$ cat config.mk
export PLATFORM = sky130hd
export DESIGN_NAME = triac_phase_angle_controller_flat
export DESIGN_NICKNAME = d
export VERILOG_FILES = /design/src/rtl/tpac_pkg.sv /design/src/rtl/tpac_in_if.sv /design/src/rtl/tpac_out_if.sv /design/src/rtl/tpac_ctrl.sv /design/src/rtl/tpac_dp.sv /design/src/rtl/triac_phase_angle_controller.sv /design/src/flat_wrapper.sv
export VERILOG_INCLUDE_DIRS = /design/src /design/src/rtl
export SDC_FILE = /design/constraint.sdc
export NUM_CORES = 2
export LEC_CHECK = 0
export BUFFER_PORTS_ARGS = -buffer_cell sky130_fd_sc_hd__buf_2
export CORE_ASPECT_RATIO = 1.1
export CORE_MARGIN = 3
export CORE_UTILIZATION = 55
export DETAILED_ROUTE_END_ITERATION = 12
export GPL_ROUTABILITY_DRIVEN = 1
export GPL_TIMING_DRIVEN = 1
export HOLD_SLACK_MARGIN = 0.05
export PLACE_DENSITY = 0.83
export RECOVER_POWER = 25
export REMOVE_ABC_BUFFERS = 1
export SLEW_MARGIN = 30
export SYNTH_ARGS = -nofsm -noshare
export SYNTH_HDL_FRONTEND = slang
export SYNTH_SLANG_ARGS = --single-unit
$ cat constraint.sdc
create_clock -name clk -period 13.3 [get_ports clk]
set_input_delay 1.33 -clock clk [delete_from_list [all_inputs] [get_ports clk]]
set_output_delay 1.33 -clock clk [all_outputs]
set_load 0.02 [all_outputs]
$ cat src/rtl/triac_phase_angle_controller_assert.svh
// Assertion macros for the triac phase-angle controller RTL.
// Included by the files that check internal invariants; needs clk and rst in scope.
`ifndef TRIAC_PHASE_ANGLE_CONTROLLER_ASSERT_SVH
`define TRIAC_PHASE_ANGLE_CONTROLLER_ASSERT_SVH

// Same-cycle implication, sampled on clk and switched off during reset.
`define TPAC_ASSERT_IMPL(lbl, ante, cons, msg) \
  lbl: assert property (@(posedge clk) disable iff (rst) (ante) |-> (cons)) \
    else $error(msg);

// Next-cycle implication, sampled on clk and switched off during reset.
`define TPAC_ASSERT_NEXT(lbl, ante, cons, msg) \
  lbl: assert property (@(posedge clk) disable iff (rst) (ante) |=> (cons)) \
    else $error(msg);

`endif

$ cat src/rtl/tpac_pkg.sv
// Shared types, constants and the cosine table of the triac phase-angle controller.
// No dependencies; used by the interfaces, the controller, the datapath and the top level.
`timescale 1ns / 1ps

package tpac_pkg;

  // Field widths of the command and result words.
  localparam int CMD_W      = 3;
  localparam int CH_W       = 2;
  localparam int PCT_W      = 8;
  localparam int PWR_W      = 7;
  localparam int DLY_W      = 14;
  localparam int PHASE_W    = 14;
  localparam int WATTS_W    = 16;
  localparam int GATE_W     = 4;
  localparam int CFG_IDX_W  = 2;
  localparam int CFG_DATA_W = 16;
  localparam int COUNT_W    = 3;

  // Command codes.
  localparam logic [CMD_W-1:0] CMD_TICK       = 3'd0;
  localparam logic [CMD_W-1:0] CMD_ZERO_CROSS = 3'd1;
  localparam logic [CMD_W-1:0] CMD_SET_ALL    = 3'd2;
  localparam logic [CMD_W-1:0] CMD_SET_ONE    = 3'd3;
  localparam logic [CMD_W-1:0] CMD_EN_ALL     = 3'd4;
  localparam logic [CMD_W-1:0] CMD_EN_ONE     = 3'd5;

  // Configuration register indexes.
  localparam logic [CFG_IDX_W-1:0] REG_MAINS     = 2'd0;
  localparam logic [CFG_IDX_W-1:0] REG_COUNT     = 2'd1;
  localparam logic [CFG_IDX_W-1:0] REG_MAX_WATTS = 2'd2;

  // Timing constants in microsecond ticks, and the full and half power levels in percent.
  localparam logic [DLY_W-1:0]   HALF_60HZ  = 14'd8333;
  localparam logic [DLY_W-1:0]   HALF_50HZ  = 14'd10000;
  localparam logic [DLY_W-1:0]   MIN_DELAY  = 14'd100;
  localparam logic [PHASE_W-1:0] PHASE_MAX  = 14'h3FFF;
  localparam logic [PWR_W-1:0]   FULL_POWER = 7'd100;
  localparam logic [PWR_W-1:0]   HALF_POWER = 7'd50;

  // Firing ratio (1 + cos) / 2 in unsigned Q16, times the half cycle.
  localparam int               RATIO_W   = 17;
  localparam int               PROD_W    = RATIO_W + DLY_W;
  localparam int               PROD_SH   = 16;
  localparam logic [RATIO_W-1:0] RATIO_ONE = 17'd32768;

  // Division by 100 through reciprocals: max_watts = 100 * q + r.
  localparam int               QW_W         = 10;
  localparam int               RW_W         = 7;
  localparam int               WQ_PROD_W    = 33;
  localparam logic [16:0]      RECIP_100_W  = 17'd83887;
  localparam int               RECIP_W_SH   = 23;
  localparam int               PQ_W         = 16;
  localparam int               PR_W         = 14;
  localparam int               PR_PROD_W    = 28;
  localparam logic [PR_W-1:0]  RECIP_100_S  = 14'd10486;
  localparam int               RECIP_S_SH   = 20;
  localparam logic [WATTS_W-1:0] HUNDRED    = 16'd100;

  // Control word from the controller to the datapath.
  typedef struct packed {
    logic in_ready;
    logic load;
    logic calc;
    logic apply;
    logic w_init;
    logic w_rem;
    logic w_mul;
    logic w_acc;
    logic div_init;
    logic div_step;
    logic out_load;
  } tpac_cmd_t;

  // Status word from the datapath to the controller.
  typedef struct packed {
    logic needs_watts;
    logic last_chan;
    logic div_last;
    logic out_free;
  } tpac_sts_t;

  // Cosine in Q15 for k * pi / 100, k from 0 to 50.
  function automatic logic [15:0] cos_q15(input logic [5:0] k);
    logic [15:0] c;
    unique case (k)
      6'd0:  c = 16'd32768; 6'd1:  c = 16'd32752; 6'd2:  c = 16'd32703;
      6'd3:  c = 16'd32623; 6'd4:  c = 16'd32510; 6'd5:  c = 16'd32365;
      6'd6:  c = 16'd32188; 6'd7:  c = 16'd31979; 6'd8:  c = 16'd31739;
      6'd9:  c = 16'd31467; 6'd10: c = 16'd31164; 6'd11: c = 16'd30831;
      6'd12: c = 16'd30467; 6'd13: c = 16'd30073; 6'd14: c = 16'd29649;
      6'd15: c = 16'd29197; 6'd16: c = 16'd28715; 6'd17: c = 16'd28205;
      6'd18: c = 16'd27667; 6'd19: c = 16'd27102; 6'd20: c = 16'd26510;
      6'd21: c = 16'd25892; 6'd22: c = 16'd25248; 6'd23: c = 16'd24580;
      6'd24: c = 16'd23887; 6'd25: c = 16'd23170; 6'd26: c = 16'd22431;
      6'd27: c = 16'd21670; 6'd28: c = 16'd20887; 6'd29: c = 16'd20084;
      6'd30: c = 16'd19261; 6'd31: c = 16'd18418; 6'd32: c = 16'd17558;
      6'd33: c = 16'd16680; 6'd34: c = 16'd15786; 6'd35: c = 16'd14876;
      6'd36: c = 16'd13952; 6'd37: c = 16'd13014; 6'd38: c = 16'd12063;
      6'd39: c = 16'd11100; 6'd40: c = 16'd10126; 6'd41: c = 16'd9142;
      6'd42: c = 16'd8149;  6'd43: c = 16'd7148;  6'd44: c = 16'd6140;
      6'd45: c = 16'd5126;  6'd46: c = 16'd4107;  6'd47: c = 16'd3084;
      6'd48: c = 16'd2058;  6'd49: c = 16'd1029;
      default: c = 16'd0;
    endcase
    return c;
  endfunction

endpackage

$ cat src/rtl/tpac_in_if.sv
// Command channel of the triac phase-angle controller: valid, ready and one command word.
// Depends on tpac_pkg for the field widths.
`timescale 1ns / 1ps

interface tpac_in_if import tpac_pkg::*; ();
  logic             valid;
  logic             ready;
  logic [CMD_W-1:0] cmd;
  logic [CH_W-1:0]  channel;
  logic [PCT_W-1:0] power_req;
  logic             enable_bit;

  modport source (output valid, output cmd, output channel, output power_req,
                  output enable_bit, input ready);
  modport sink   (input valid, input cmd, input channel, input power_req,
                  input enable_bit, output ready);
endinterface

$ cat src/rtl/tpac_out_if.sv
// Result channel of the triac phase-angle controller: valid, ready and one result word.
// Depends on tpac_pkg for the field widths.
`timescale 1ns / 1ps

interface tpac_out_if import tpac_pkg::*; ();
  logic               valid;
  logic               ready;
  logic [GATE_W-1:0]  gate_bits;
  logic               status;
  logic [PWR_W-1:0]   channel_power;
  logic               any_enabled;
  logic [WATTS_W-1:0] actual_watts;

  modport source (output valid, output gate_bits, output status, output channel_power,
                  output any_enabled, output actual_watts, input ready);
  modport sink   (input valid, input gate_bits, input status, input channel_power,
                  input any_enabled, input actual_watts, output ready);
endinterface

$ cat src/rtl/tpac_ctrl.sv
// Sequencing state machine of the triac phase-angle controller.
// Depends on tpac_pkg for the control and status words.
`timescale 1ns / 1ps

module tpac_ctrl import tpac_pkg::*; (
  input  logic      clk,
  input  logic      rst,
  input  logic      item_valid,
  input  tpac_sts_t sts,
  output tpac_cmd_t cmd
);

  localparam logic [3:0] S_IDLE  = 4'd0;
  localparam logic [3:0] S_CALC  = 4'd1;
  localparam logic [3:0] S_APPLY = 4'd2;
  localparam logic [3:0] S_WQ    = 4'd3;
  localparam logic [3:0] S_WR    = 4'd4;
  localparam logic [3:0] S_CHA   = 4'd5;
  localparam logic [3:0] S_CHB   = 4'd6;
  localparam logic [3:0] S_DINIT = 4'd7;
  localparam logic [3:0] S_DIV   = 4'd8;
  localparam logic [3:0] S_OUT   = 4'd9;

  logic [3:0] state;
  logic [3:0] state_next;

  // State register.
  always_ff @(posedge clk) begin
    if (rst) begin
      state <= S_IDLE;
    end else begin
      state <= state_next;
    end
  end

  // Command decode and next state; no word is taken while reset is held.
  always_comb begin
    cmd        = '0;
    state_next = state;
    unique case (state)
      S_IDLE: begin
        cmd.in_ready = !rst;
        if (item_valid && !rst) begin
          cmd.load   = 1'b1;
          state_next = S_CALC;
        end
      end
      S_CALC: begin
        cmd.calc   = 1'b1;
        state_next = S_APPLY;
      end
      S_APPLY: begin
        cmd.apply  = 1'b1;
        state_next = sts.needs_watts ? S_WQ : S_OUT;
      end
      S_WQ: begin
        cmd.w_init = 1'b1;
        state_next = S_WR;
      end
      S_WR: begin
        cmd.w_rem  = 1'b1;
        state_next = S_CHA;
      end
      S_CHA: begin
        cmd.w_mul  = 1'b1;
        state_next = S_CHB;
      end
      S_CHB: begin
        cmd.w_acc  = 1'b1;
        state_next = sts.last_chan ? S_DINIT : S_CHA;
      end
      S_DINIT: begin
        cmd.div_init = 1'b1;
        state_next   = S_DIV;
      end
      S_DIV: begin
        cmd.div_step = 1'b1;
        state_next   = sts.div_last ? S_OUT : S_DIV;
      end
      S_OUT: begin
        if (sts.out_free) begin
          cmd.out_load = 1'b1;
          state_next   = S_IDLE;
        end
      end
      default: begin
        state_next = S_IDLE;
      end
    endcase
  end

endmodule

$ cat src/rtl/tpac_dp.sv
// Datapath of the triac phase-angle controller: channel state, delay and watts arithmetic.
// Depends on tpac_pkg, the channel interfaces and the assertion macro header.
`timescale 1ns / 1ps
`include "triac_phase_angle_controller_assert.svh"

module tpac_dp import tpac_pkg::*; #(
  parameter int CHANNELS    = 4,
  parameter int PULSE_TICKS = 10
) (
  input  logic                  clk,
  input  logic                  rst,
  input  logic                  cfg_write,
  input  logic [CFG_IDX_W-1:0]  cfg_index,
  input  logic [CFG_DATA_W-1:0] cfg_data,
  input  tpac_cmd_t             cmd,
  output tpac_sts_t             sts,
  tpac_in_if.sink               item,
  tpac_out_if.source            result
);

  localparam int N_W     = $clog2(CHANNELS + 1);
  localparam int IDX_W   = (CHANNELS > 1) ? $clog2(CHANNELS) : 1;
  localparam int ACC_W   = WATTS_W + $clog2(CHANNELS);
  localparam int CNT_W   = $clog2(ACC_W);
  localparam int GATE_CH = (CHANNELS < GATE_W) ? CHANNELS : GATE_W;
  localparam int SNAP_W  = CHANNELS * PWR_W;

  // Configuration registers.
  logic               mains_is_60hz;
  logic [COUNT_W-1:0] channel_count;
  logic [WATTS_W-1:0] max_watts;
  logic               dirty;

  // Latched command word.
  logic [CMD_W-1:0] op_q;
  logic [CH_W-1:0]  ch_q;
  logic [PWR_W-1:0] pct_q;
  logic             en_q;

  // Channel state.
  logic [PWR_W-1:0]   chan_level [CHANNELS];
  logic [DLY_W-1:0]   fire_delay [CHANNELS];
  logic [CHANNELS-1:0] channel_enabled;
  logic [PHASE_W-1:0] phase_count;

  // Delay arithmetic.
  logic [PROD_W-1:0]  prod_q;
  logic [5:0]         cos_idx;
  logic [15:0]        cos_val;
  logic [RATIO_W-1:0] ratio;
  logic [DLY_W-1:0]   half;
  logic [DLY_W-1:0]   new_delay;

  // Watts arithmetic.
  logic [QW_W-1:0]      q_w;
  logic [RW_W-1:0]      r_w;
  logic [SNAP_W-1:0]    snap;
  logic [SNAP_W-1:0]    snap_init;
  logic [PQ_W-1:0]      pq;
  logic [PR_W-1:0]      pr;
  logic [ACC_W-1:0]     acc;
  logic [IDX_W-1:0]     idx;
  logic [WQ_PROD_W-1:0] wq_prod;
  logic [WATTS_W-1:0]   q_times_100;
  logic [WATTS_W-1:0]   rem_full;
  logic [PR_PROD_W-1:0] pr_prod;
  logic [WATTS_W-1:0]   watts;

  // Restoring divider by the channel count.
  logic [ACC_W-1:0] div_sh;
  logic [N_W-1:0]   rem;
  logic [CNT_W-1:0] div_cnt;
  logic [N_W:0]     rem_sh;
  logic [N_W:0]     rem_sub;
  logic             div_ge;
  logic [ACC_W-1:0] quot_next;

  // Channel selection and result fields.
  logic [N_W-1:0]      n_eff;
  logic [CHANNELS-1:0] in_use;
  logic [CHANNELS-1:0] ch_match;
  logic                ch_valid;
  logic [PWR_W-1:0]    power_sel;
  logic [GATE_W-1:0]   gate_next;
  logic                out_valid;

  // Effective channel count and per-channel decode.
  assign n_eff = (4'(channel_count) > 4'(CHANNELS)) ? N_W'(CHANNELS) : N_W'(channel_count);
  assign ch_valid = 4'(ch_q) < 4'(n_eff);

  always_comb begin
    for (int i = 0; i < CHANNELS; i++) begin
      in_use[i]   = 4'(i) < 4'(n_eff);
      ch_match[i] = 4'(ch_q) == 4'(i);
    end
  end

  // Firing delay: table lookup and ratio times half cycle.
  assign half    = mains_is_60hz ? HALF_60HZ : HALF_50HZ;
  assign cos_idx = (pct_q <= HALF_POWER) ? pct_q[5:0] : 6'(FULL_POWER - pct_q);
  assign cos_val = cos_q15(cos_idx);
  assign ratio   = (pct_q <= HALF_POWER) ? (RATIO_ONE + RATIO_W'(cos_val))
                                         : (RATIO_ONE - RATIO_W'(cos_val));

  always_comb begin
    if (pct_q == '0) begin
      new_delay = half;
    end else if (pct_q == FULL_POWER) begin
      new_delay = MIN_DELAY;
    end else begin
      new_delay = prod_q[PROD_SH +: DLY_W];
    end
  end

  // Split max_watts into quotient and remainder by 100.
  assign wq_prod     = WQ_PROD_W'(max_watts) * WQ_PROD_W'(RECIP_100_W);
  assign q_times_100 = WATTS_W'(q_w) * HUNDRED;
  assign rem_full    = max_watts - q_times_100;
  assign pr_prod     = PR_PROD_W'(pr) * PR_PROD_W'(RECIP_100_S);

  // Snapshot of the power of enabled channels in use.
  always_comb begin
    for (int i = 0; i < CHANNELS; i++) begin
      snap_init[i*PWR_W +: PWR_W] = (in_use[i] && channel_enabled[i]) ? chan_level[i] : '0;
    end
  end

  // One quotient bit of the restoring divider.
  assign rem_sh    = {rem, div_sh[ACC_W-1]};
  assign div_ge    = rem_sh >= (N_W+1)'(n_eff);
  assign rem_sub   = div_ge ? (rem_sh - (N_W+1)'(n_eff)) : rem_sh;
  assign quot_next = {div_sh[ACC_W-2:0], div_ge};

  // Result fields, taken after the command has been applied.
  always_comb begin
    power_sel = '0;
    for (int i = 0; i < CHANNELS; i++) begin
      if (ch_match[i]) begin
        power_sel = chan_level[i];
      end
    end
  end

  always_comb begin
    gate_next = '0;
    for (int i = 0; i < GATE_CH; i++) begin
      gate_next[i] = in_use[i] && channel_enabled[i] && (chan_level[i] != '0) &&
                     (phase_count >= fire_delay[i]) &&
                     ({1'b0, phase_count} <
                      ({1'b0, fire_delay[i]} + (DLY_W+1)'(PULSE_TICKS)));
    end
  end

  // Control and architectural state.
  always_ff @(posedge clk) begin
    if (rst) begin
      mains_is_60hz   <= 1'b0;
      channel_count   <= 3'd1;
      max_watts       <= '0;
      dirty           <= 1'b0;
      for (int i = 0; i < CHANNELS; i++) begin
        chan_level[i] <= '0;
        fire_delay[i] <= HALF_50HZ;
      end
      channel_enabled <= '0;
      phase_count     <= PHASE_MAX;
      watts           <= '0;
      out_valid       <= 1'b0;
    end else begin
      // Register writes; any write forces a fresh watts estimate.
      if (cfg_write) begin
        dirty <= 1'b1;
        unique case (cfg_index)
          REG_MAINS:     mains_is_60hz <= cfg_data[0];
          REG_COUNT:     channel_count <= cfg_data[COUNT_W-1:0];
          REG_MAX_WATTS: max_watts     <= cfg_data;
          default: ;
        endcase
      end else if (cmd.w_init) begin
        dirty <= 1'b0;
      end

      // Apply the latched command.
      if (cmd.apply) begin
        unique case (op_q)
          CMD_TICK: begin
            if (phase_count != PHASE_MAX) begin
              phase_count <= phase_count + 1'b1;
            end
          end
          CMD_ZERO_CROSS: begin
            phase_count <= '0;
          end
          CMD_SET_ALL, CMD_SET_ONE: begin
            for (int i = 0; i < CHANNELS; i++) begin
              if ((op_q == CMD_SET_ALL) ? in_use[i] : (ch_valid && ch_match[i])) begin
                chan_level[i]      <= pct_q;
                fire_delay[i]      <= new_delay;
                channel_enabled[i] <= pct_q != '0;
              end
            end
          end
          CMD_EN_ALL, CMD_EN_ONE: begin
            for (int i = 0; i < CHANNELS; i++) begin
              if ((op_q == CMD_EN_ALL) ? in_use[i] : (ch_valid && ch_match[i])) begin
                channel_enabled[i] <= en_q && (chan_level[i] != '0);
              end
            end
          end
          default: ;
        endcase
      end

      // Last divider step writes the watts estimate.
      if (cmd.div_step && (div_cnt == '0)) begin
        watts <= (n_eff == '0) ? '0 : quot_next[WATTS_W-1:0];
      end

      // Result register handshake.
      if (cmd.out_load) begin
        out_valid <= 1'b1;
      end else if (result.ready) begin
        out_valid <= 1'b0;
      end
    end
  end

  // Working registers of the command, arithmetic and result words.
  always_ff @(posedge clk) begin
    if (cmd.load) begin
      op_q  <= item.cmd;
      ch_q  <= item.channel;
      pct_q <= (item.power_req > PCT_W'(FULL_POWER)) ? FULL_POWER
                                                     : item.power_req[PWR_W-1:0];
      en_q  <= item.enable_bit;
    end
    if (cmd.calc) begin
      prod_q <= PROD_W'(ratio) * PROD_W'(half);
    end
    if (cmd.w_init) begin
      q_w  <= wq_prod[RECIP_W_SH +: QW_W];
      snap <= snap_init;
      acc  <= '0;
      idx  <= '0;
    end
    if (cmd.w_rem) begin
      r_w <= rem_full[RW_W-1:0];
    end
    if (cmd.w_mul) begin
      pq   <= PQ_W'(snap[PWR_W-1:0]) * PQ_W'(q_w);
      pr   <= PR_W'(snap[PWR_W-1:0]) * PR_W'(r_w);
      snap <= snap >> PWR_W;
    end
    if (cmd.w_acc) begin
      acc <= acc + ACC_W'(pq) + ACC_W'(pr_prod[PR_PROD_W-1:RECIP_S_SH]);
      idx <= idx + 1'b1;
    end
    if (cmd.div_init) begin
      div_sh  <= acc;
      rem     <= '0;
      div_cnt <= CNT_W'(ACC_W - 1);
    end
    if (cmd.div_step) begin
      div_sh  <= quot_next;
      rem     <= rem_sub[N_W-1:0];
      div_cnt <= div_cnt - 1'b1;
    end
    if (cmd.out_load) begin
      result.gate_bits     <= gate_next;
      result.status        <= !ch_valid;
      result.channel_power <= ch_valid ? power_sel : '0;
      result.any_enabled   <= |(channel_enabled & in_use);
      result.actual_watts  <= watts;
    end
  end

  // Status back to the controller and handshake outputs.
  assign sts.needs_watts = dirty || (op_q == CMD_SET_ALL) || (op_q == CMD_SET_ONE) ||
                           (op_q == CMD_EN_ALL) || (op_q == CMD_EN_ONE);
  assign sts.last_chan   = idx == IDX_W'(CHANNELS - 1);
  assign sts.div_last    = div_cnt == '0;
  assign sts.out_free    = !out_valid || result.ready;
  assign item.ready      = cmd.in_ready;
  assign result.valid    = out_valid;

  // Internal checks.
  `TPAC_ASSERT_IMPL(a_load_free, cmd.out_load, !out_valid || result.ready, "result overwritten")
  `TPAC_ASSERT_NEXT(a_zc_clear, cmd.apply && op_q == CMD_ZERO_CROSS, phase_count == '0, "no clear")
  `TPAC_ASSERT_IMPL(a_rem_below_n, cmd.div_step && n_eff != '0, rem < n_eff, "bad remainder")

endmodule

$ cat src/rtl/triac_phase_angle_controller.sv
// Top level of the multi-channel phase-angle triac controller.
// Depends on tpac_pkg, tpac_in_if, tpac_out_if, tpac_ctrl and tpac_dp.
//
//   Channel   Dir  Handshake     Word
//   item      in   valid/ready   cmd, channel, power_req, enable_bit
//   result    out  valid/ready   gate_bits, status, channel_power, any_enabled, actual_watts
//   cfg_*     in   cfg_write     cfg_index selects register, cfg_data carries the value
//
// Tick, zero-cross and unknown commands pass the load, calc, apply and output states; the
// output state waits for a free result register. Power and enable commands, and the first
// command after a register write, also sum the channel watts (a multiply and an accumulate
// step per channel) and divide the ACC_W-bit sum, ACC_W = 16 + clog2(CHANNELS), by the
// channel count, one step per quotient bit. Reset is synchronous. A new command is accepted
// while a word waits in the result register; its own result then waits until that is taken.
`timescale 1ns / 1ps

module triac_phase_angle_controller import tpac_pkg::*; #(
  parameter int CHANNELS    = 4,
  parameter int PULSE_TICKS = 10
) (
  input  logic                  clk,
  input  logic                  rst,
  input  logic                  cfg_write,
  input  logic [CFG_IDX_W-1:0]  cfg_index,
  input  logic [CFG_DATA_W-1:0] cfg_data,
  tpac_in_if.sink               item,
  tpac_out_if.source            result
);

  tpac_cmd_t cmd;
  tpac_sts_t sts;

  // Sequencer.
  tpac_ctrl u_ctrl (
    .clk        (clk),
    .rst        (rst),
    .item_valid (item.valid),
    .sts        (sts),
    .cmd        (cmd)
  );

  // Channel state and arithmetic.
  tpac_dp #(
    .CHANNELS    (CHANNELS),
    .PULSE_TICKS (PULSE_TICKS)
  ) u_dp (
    .clk       (clk),
    .rst       (rst),
    .cfg_write (cfg_write),
    .cfg_index (cfg_index),
    .cfg_data  (cfg_data),
    .cmd       (cmd),
    .sts       (sts),
    .item      (item),
    .result    (result)
  );

endmodule
$ cat src/flat_wrapper.sv
// flat-port wrapper written by rule: the top's interface ports become plain ports
module triac_phase_angle_controller_flat import tpac_pkg::*;
#(
  parameter int CHANNELS    = 4,
  parameter int PULSE_TICKS = 10
)
  (clk, rst, cfg_write, cfg_index, cfg_data, item_valid, item_cmd, item_channel, item_power_req, item_enable_bit, item_ready, result_valid, result_gate_bits, result_status, result_channel_power, result_any_enabled, result_actual_watts, result_ready);
  tpac_in_if item_i ();
  tpac_out_if result_i ();
  input  logic clk;
  input  logic rst;
  input  logic cfg_write;
  input  logic [CFG_IDX_W-1:0] cfg_index;
  input  logic [CFG_DATA_W-1:0] cfg_data;
  input wire logic [$bits(item_i.valid)-1:0] item_valid;
  input wire logic [$bits(item_i.cmd)-1:0] item_cmd;
  input wire logic [$bits(item_i.channel)-1:0] item_channel;
  input wire logic [$bits(item_i.power_req)-1:0] item_power_req;
  input wire logic [$bits(item_i.enable_bit)-1:0] item_enable_bit;
  output wire logic [$bits(item_i.ready)-1:0] item_ready;
  output wire logic [$bits(result_i.valid)-1:0] result_valid;
  output wire logic [$bits(result_i.gate_bits)-1:0] result_gate_bits;
  output wire logic [$bits(result_i.status)-1:0] result_status;
  output wire logic [$bits(result_i.channel_power)-1:0] result_channel_power;
  output wire logic [$bits(result_i.any_enabled)-1:0] result_any_enabled;
  output wire logic [$bits(result_i.actual_watts)-1:0] result_actual_watts;
  input wire logic [$bits(result_i.ready)-1:0] result_ready;
  assign item_i.valid = item_valid;
  assign item_i.cmd = item_cmd;
  assign item_i.channel = item_channel;
  assign item_i.power_req = item_power_req;
  assign item_i.enable_bit = item_enable_bit;
  assign item_ready = item_i.ready;
  assign result_valid = result_i.valid;
  assign result_gate_bits = result_i.gate_bits;
  assign result_status = result_i.status;
  assign result_channel_power = result_i.channel_power;
  assign result_any_enabled = result_i.any_enabled;
  assign result_actual_watts = result_i.actual_watts;
  assign result_i.ready = result_ready;
  triac_phase_angle_controller #(.CHANNELS(CHANNELS), .PULSE_TICKS(PULSE_TICKS)) u_core (.clk(clk), .rst(rst), .cfg_write(cfg_write), .cfg_index(cfg_index), .cfg_data(cfg_data), .item(item_i), .result(result_i));
endmodule
==> summary.txt <==
Timing
  – Worst hold slack: 0.428 ns
  – Hold Vio Cnt, Final: 0
  – RSZ-0062 raised after global routing: false
  – Worst slew pin tran: 3.19 ns
  – Setup TNS: 0 ns
  – Final setup vio count: 0
  – Fin crit share: 0.875
  – FMAX: 85.9 MHz
  – Fin. max-slew vios: 67
  – Relative slew slack: -1.13
  – Final critical-path required period: 11.64 ns
  – Setup WS post-layout: 1.66 ns
  – Fin Clk Skew: 0.0239 ns

Outcome
  – Status: finished with violations
  – Failing checks: max-capacitance violations, max-slew violations

Synthesis
  – Async set-reset flop share out of synthesis: 0
  – #FFs+latches synth: 321
  – Compound-Gate Fraction of Synth Area: 0.116
  – Synth Area in XOR/XNOR: 0.0400
  – Netlist Area Pre-Place: 0.0349 mm²
  – Synth warnings: 0
  – Synth Area in Simple Gates: 0.123
  – Post-synthesis mux area share: 0.00781
  – Cells after synthesis: 3541
  – Post-synth EDFFs: 254
  – Area share of fa/ha/maj cells after synthesis: 0.385
  – Largest family of logic cells by synthesized area: adder cells
  – Avg Synthesized Cell Area: 9.86 µm²
  – Sequential share of the synthesized area: 0.257
  – Ys flop type: edfxtp_1
  – Yosys cell types: 101

Clock tree
  – Clock tree from TritonCTS: done
  – Resized cells post-CTS: 0
  – CTS max path bufs: 3
  – CTS Hold Bufs: 0
  – CTS Buf Count: 38
  – Clock transition at path regs: 0.06 ns
  – Max H-tree Level: 2
  – Post-CTS Setup Repair Bufs: 0
  – CTS root buffer: clkbuf_16
  – Skew-Pair Late Insertion Delay: 0.56 ns
  – CTS sink count: 321

Global routing
  – Vias in the first global route: 26700
  – Initial antenna violation count: 1
  – Largest net degree at the start of global routing: 67
  – GRT overflow: 0
  – Gr usage total: 0.246
  – First-pass GRT wire length: 134000 µm

Critical path
  – CP peak stage delay: 0.85 ns
  – CP Max Fanout: 18
  – CP max stage cell: edfxtp_1
  – Crit Path Class: flip-flop to flip-flop
  – Critical Path Source Type: flip-flop
  – Worst EP required: 13.59 ns
  – Crit end category: flip-flop
  – WP data arrival: 11.94 ns
  – CP dominant cell by count: inv_1

Power
  – Pleak: 18.0 nW
  – PD cells: 169 mW/mm²
  – Max VDD drop: 0.000334 V

Cells and area
  – ANT cells: 0
  – Layout Nets: 4493
  – Ratio of cells with drive above 1 in the final layout: 0.0540
  – Final Core Density: 0.596
  – Layout area overhead: 6.71%
  – Fin area: 0.0373 mm²

Route
  – Vias per cell: 5.82
  – Vias: 25700
  – Post-route ant nets: 0
  – Total Wirelength: 80600 µm
  – DRC viols: 0
  – Initial DRC count: 1885
  – DR pass1 iterations: 6
  – WL per Instance: 18.2 µm

Floorplan
  – Row count: 96
  – Die Area: 0.0666 mm²
  – Die Y: 270 µm
  – Chip width: 246 µm
  – Io pins: 68
  – Effective utilization at floorplan: 0.558
  – CORE AREA: 0.0626 mm²

Flow run
  – Max_cap viols: 1

Placement
  – Dpl ws: 1.82 ns
  – IO Port Bufs: 67
  – Hpwl dp: 63900 µm
  – GP Congestion: 0.939
  – Placed cell areas: 0.0360 mm²

Hold path
  – Hold WC Path Type: flip-flop to flip-flop
worst max-delay path, delay by kind of cell (launching register included):
family / cells / cell delay [ns]
AO/OA/AOI/OAI: 14 / 3.98
adder cells (fa/ha/maj): 9 / 3.79
AND/OR/NAND/NOR: 5 / 1.47
flip-flops: 1 / 0.85
buffers and inverters: 6 / 0.77
XOR/XNOR: 2 / 0.50
synthesized netlist by cell type (9+ instances only):
| cell type | count | area, µm² |
|---|---|---|
| mux2i_1 | 9 | 90.1 |
| a21oi_1 | 159 | 796 |
| nor4_1 | 17 | 106 |
| or2_2 | 9 | 56.3 |
| a31oi_1 | 20 | 125 |
| nor2_1 | 207 | 777 |
| xnor2_1 | 113 | 990 |
| fa_1 | 301 | 6030 |
| a22o_1 | 15 | 131 |
| buf_2 | 14 | 70.1 |
| dfxtp_1 | 67 | 1340 |
| nand2b_1 | 22 | 138 |
| clkbuf_1 | 76 | 285 |
| a21o_1 | 79 | 593 |
| xor2_1 | 38 | 333 |
| nor2b_1 | 24 | 150 |
| o21bai_1 | 35 | 263 |
| a211o_1 | 14 | 123 |
| nand3_1 | 54 | 270 |
| inv_1 | 549 | 2060 |
| a211oi_1 | 24 | 180 |
| o211ai_1 | 25 | 188 |
| o21a_1 | 23 | 173 |
| nand2_1 | 315 | 1180 |
| and3_1 | 20 | 125 |
| ha_1 | 593 | 7420 |
| edfxtp_1 | 254 | 7630 |
| and2_1 | 86 | 538 |
| o21ai_0 | 106 | 531 |
| nor3_1 | 62 | 310 |
| nand4_1 | 25 | 156 |
report_power, final:
| part | switching [mW] | internal [mW] |
|---|---|---|
| registers | 0.0478 | 1.28 |
| logic | 2.23 | 1.67 |
| clock network | 0.434 | 0.641 |
| total | 2.71 | 3.60 |
metrics by stage:
stage	cells	total power, mW
final	4424	6.31
after global routing	4424	6.89
after CTS	4423	6.32
after detailed placement	4354	5.19
after global placement	4354	5.02
after floorplan	3438	4.32
layout by cell type (no fill, tap or decap), types with 9 or more instances in the layout:
cell / synthesis / final
o21bai_1: 35 / 34
dfxtp_1: 67 / 67
o21a_1: 23 / 23
o211ai_1: 25 / 25
nand4_1: 25 / 25
a21o_1: 79 / 78
clkbuf_16: 0 / 39
and2_1: 86 / 74
xnor2_1: 113 / 113
a211oi_1: 24 / 24
a211o_1: 14 / 14
nor2_1: 207 / 207
ha_1: 593 / 592
xor2_1: 38 / 38
buf_2: 14 / 59
buf_4: 6 / 13
edfxtp_1: 254 / 254
o21ai_0: 106 / 105
a21oi_1: 159 / 159
mux2i_1: 9 / 9
nor2b_1: 24 / 24
and3_1: 20 / 20
clkbuf_1: 76 / 19
nand3_1: 54 / 54
nand2_1: 315 / 315
and2_0: 1 / 13
a22o_1: 15 / 15
fa_1: 301 / 301
inv_1: 549 / 548
nor3_1: 62 / 62
nor4_1: 17 / 17
a31oi_1: 20 / 20
nand2b_1: 22 / 22
path summary, 6_finish.rpt:
check / start / to / slack, ns / cells after the start
worst max-delay path: u_core.u_dp.pct_q[0] / u_core.u_dp.prod_q[28] / 1.66 / 36
worst min-delay path: u_core.u_dp.watts[5] / u_core.u_dp.result.actual_watts[5] / 0.43 / 0
worst max register to register: u_core.u_dp.pct_q[0] / u_core.u_dp.prod_q[28] / 1.66 / 36
worst min register to register: u_core.u_dp.watts[5] / u_core.u_dp.result.actual_watts[5] / 0.43 / 0
kinds of logic (layout without fill, tap and decap cells):
kind of cell / count (synthesis) / count (layout)
AOI/OAI and AO/OA: 604 / 604
xor gates and xnor gates: 155 / 155
adders and majority gates: 894 / 894
buffers and inverters: 655 / 705
DFF: 321 / 321
muxes: 18 / 18
other: 1 / 1
and+or+nand+nor: 893 / 893
state kept, by name, indices dropped and copies added, names as in the netlist, 10 cells and up:
signal                           flops
u_core.u_dp.acc                     18
u_core.u_dp.chan_level              28
u_core.u_dp.div_sh                  18
u_core.u_dp.fire_delay              56
u_core.u_dp.max_watts               16
u_core.u_dp.phase_count             14
u_core.u_dp.pq                      16
u_core.u_dp.pr                      14
u_core.u_dp.prod_q                  14
u_core.u_dp.q_w                     10
u_core.u_dp.result.actual_watts     16
u_core.u_dp.snap                    28
u_core.u_dp.watts                   16
per-layer routing:
| layer | track usage | vias to the layer above | wire (µm) |
|---|---|---|---|
| met4 | 0.0725 | 0 | 2280 |
| met2 | 0.417 | 846 | 39000 |
| met1 | 0.328 | 12600 | 34000 |
| met3 | 0.0354 | 170 | 5270 |
| met5 | 0 | - | 0 |
| li1 | - | 12100 | - |
cell type report:
| type | count | area, µm² |
|---|---|---|
| inverters | 552 | 2070 |
| clock buffers | 53 | 1100 |
| repair buffers | 84 | 438 |
| fillers | 4976 | 25300 |
| flip-flops and latches | 321 | 8970 |
| clock inverters | 16 | 188 |
| multi-input cells | 2565 | 23500 |
| well taps | 833 | 1040 |
No activity file was read; power rests on OpenSTA's default activity.
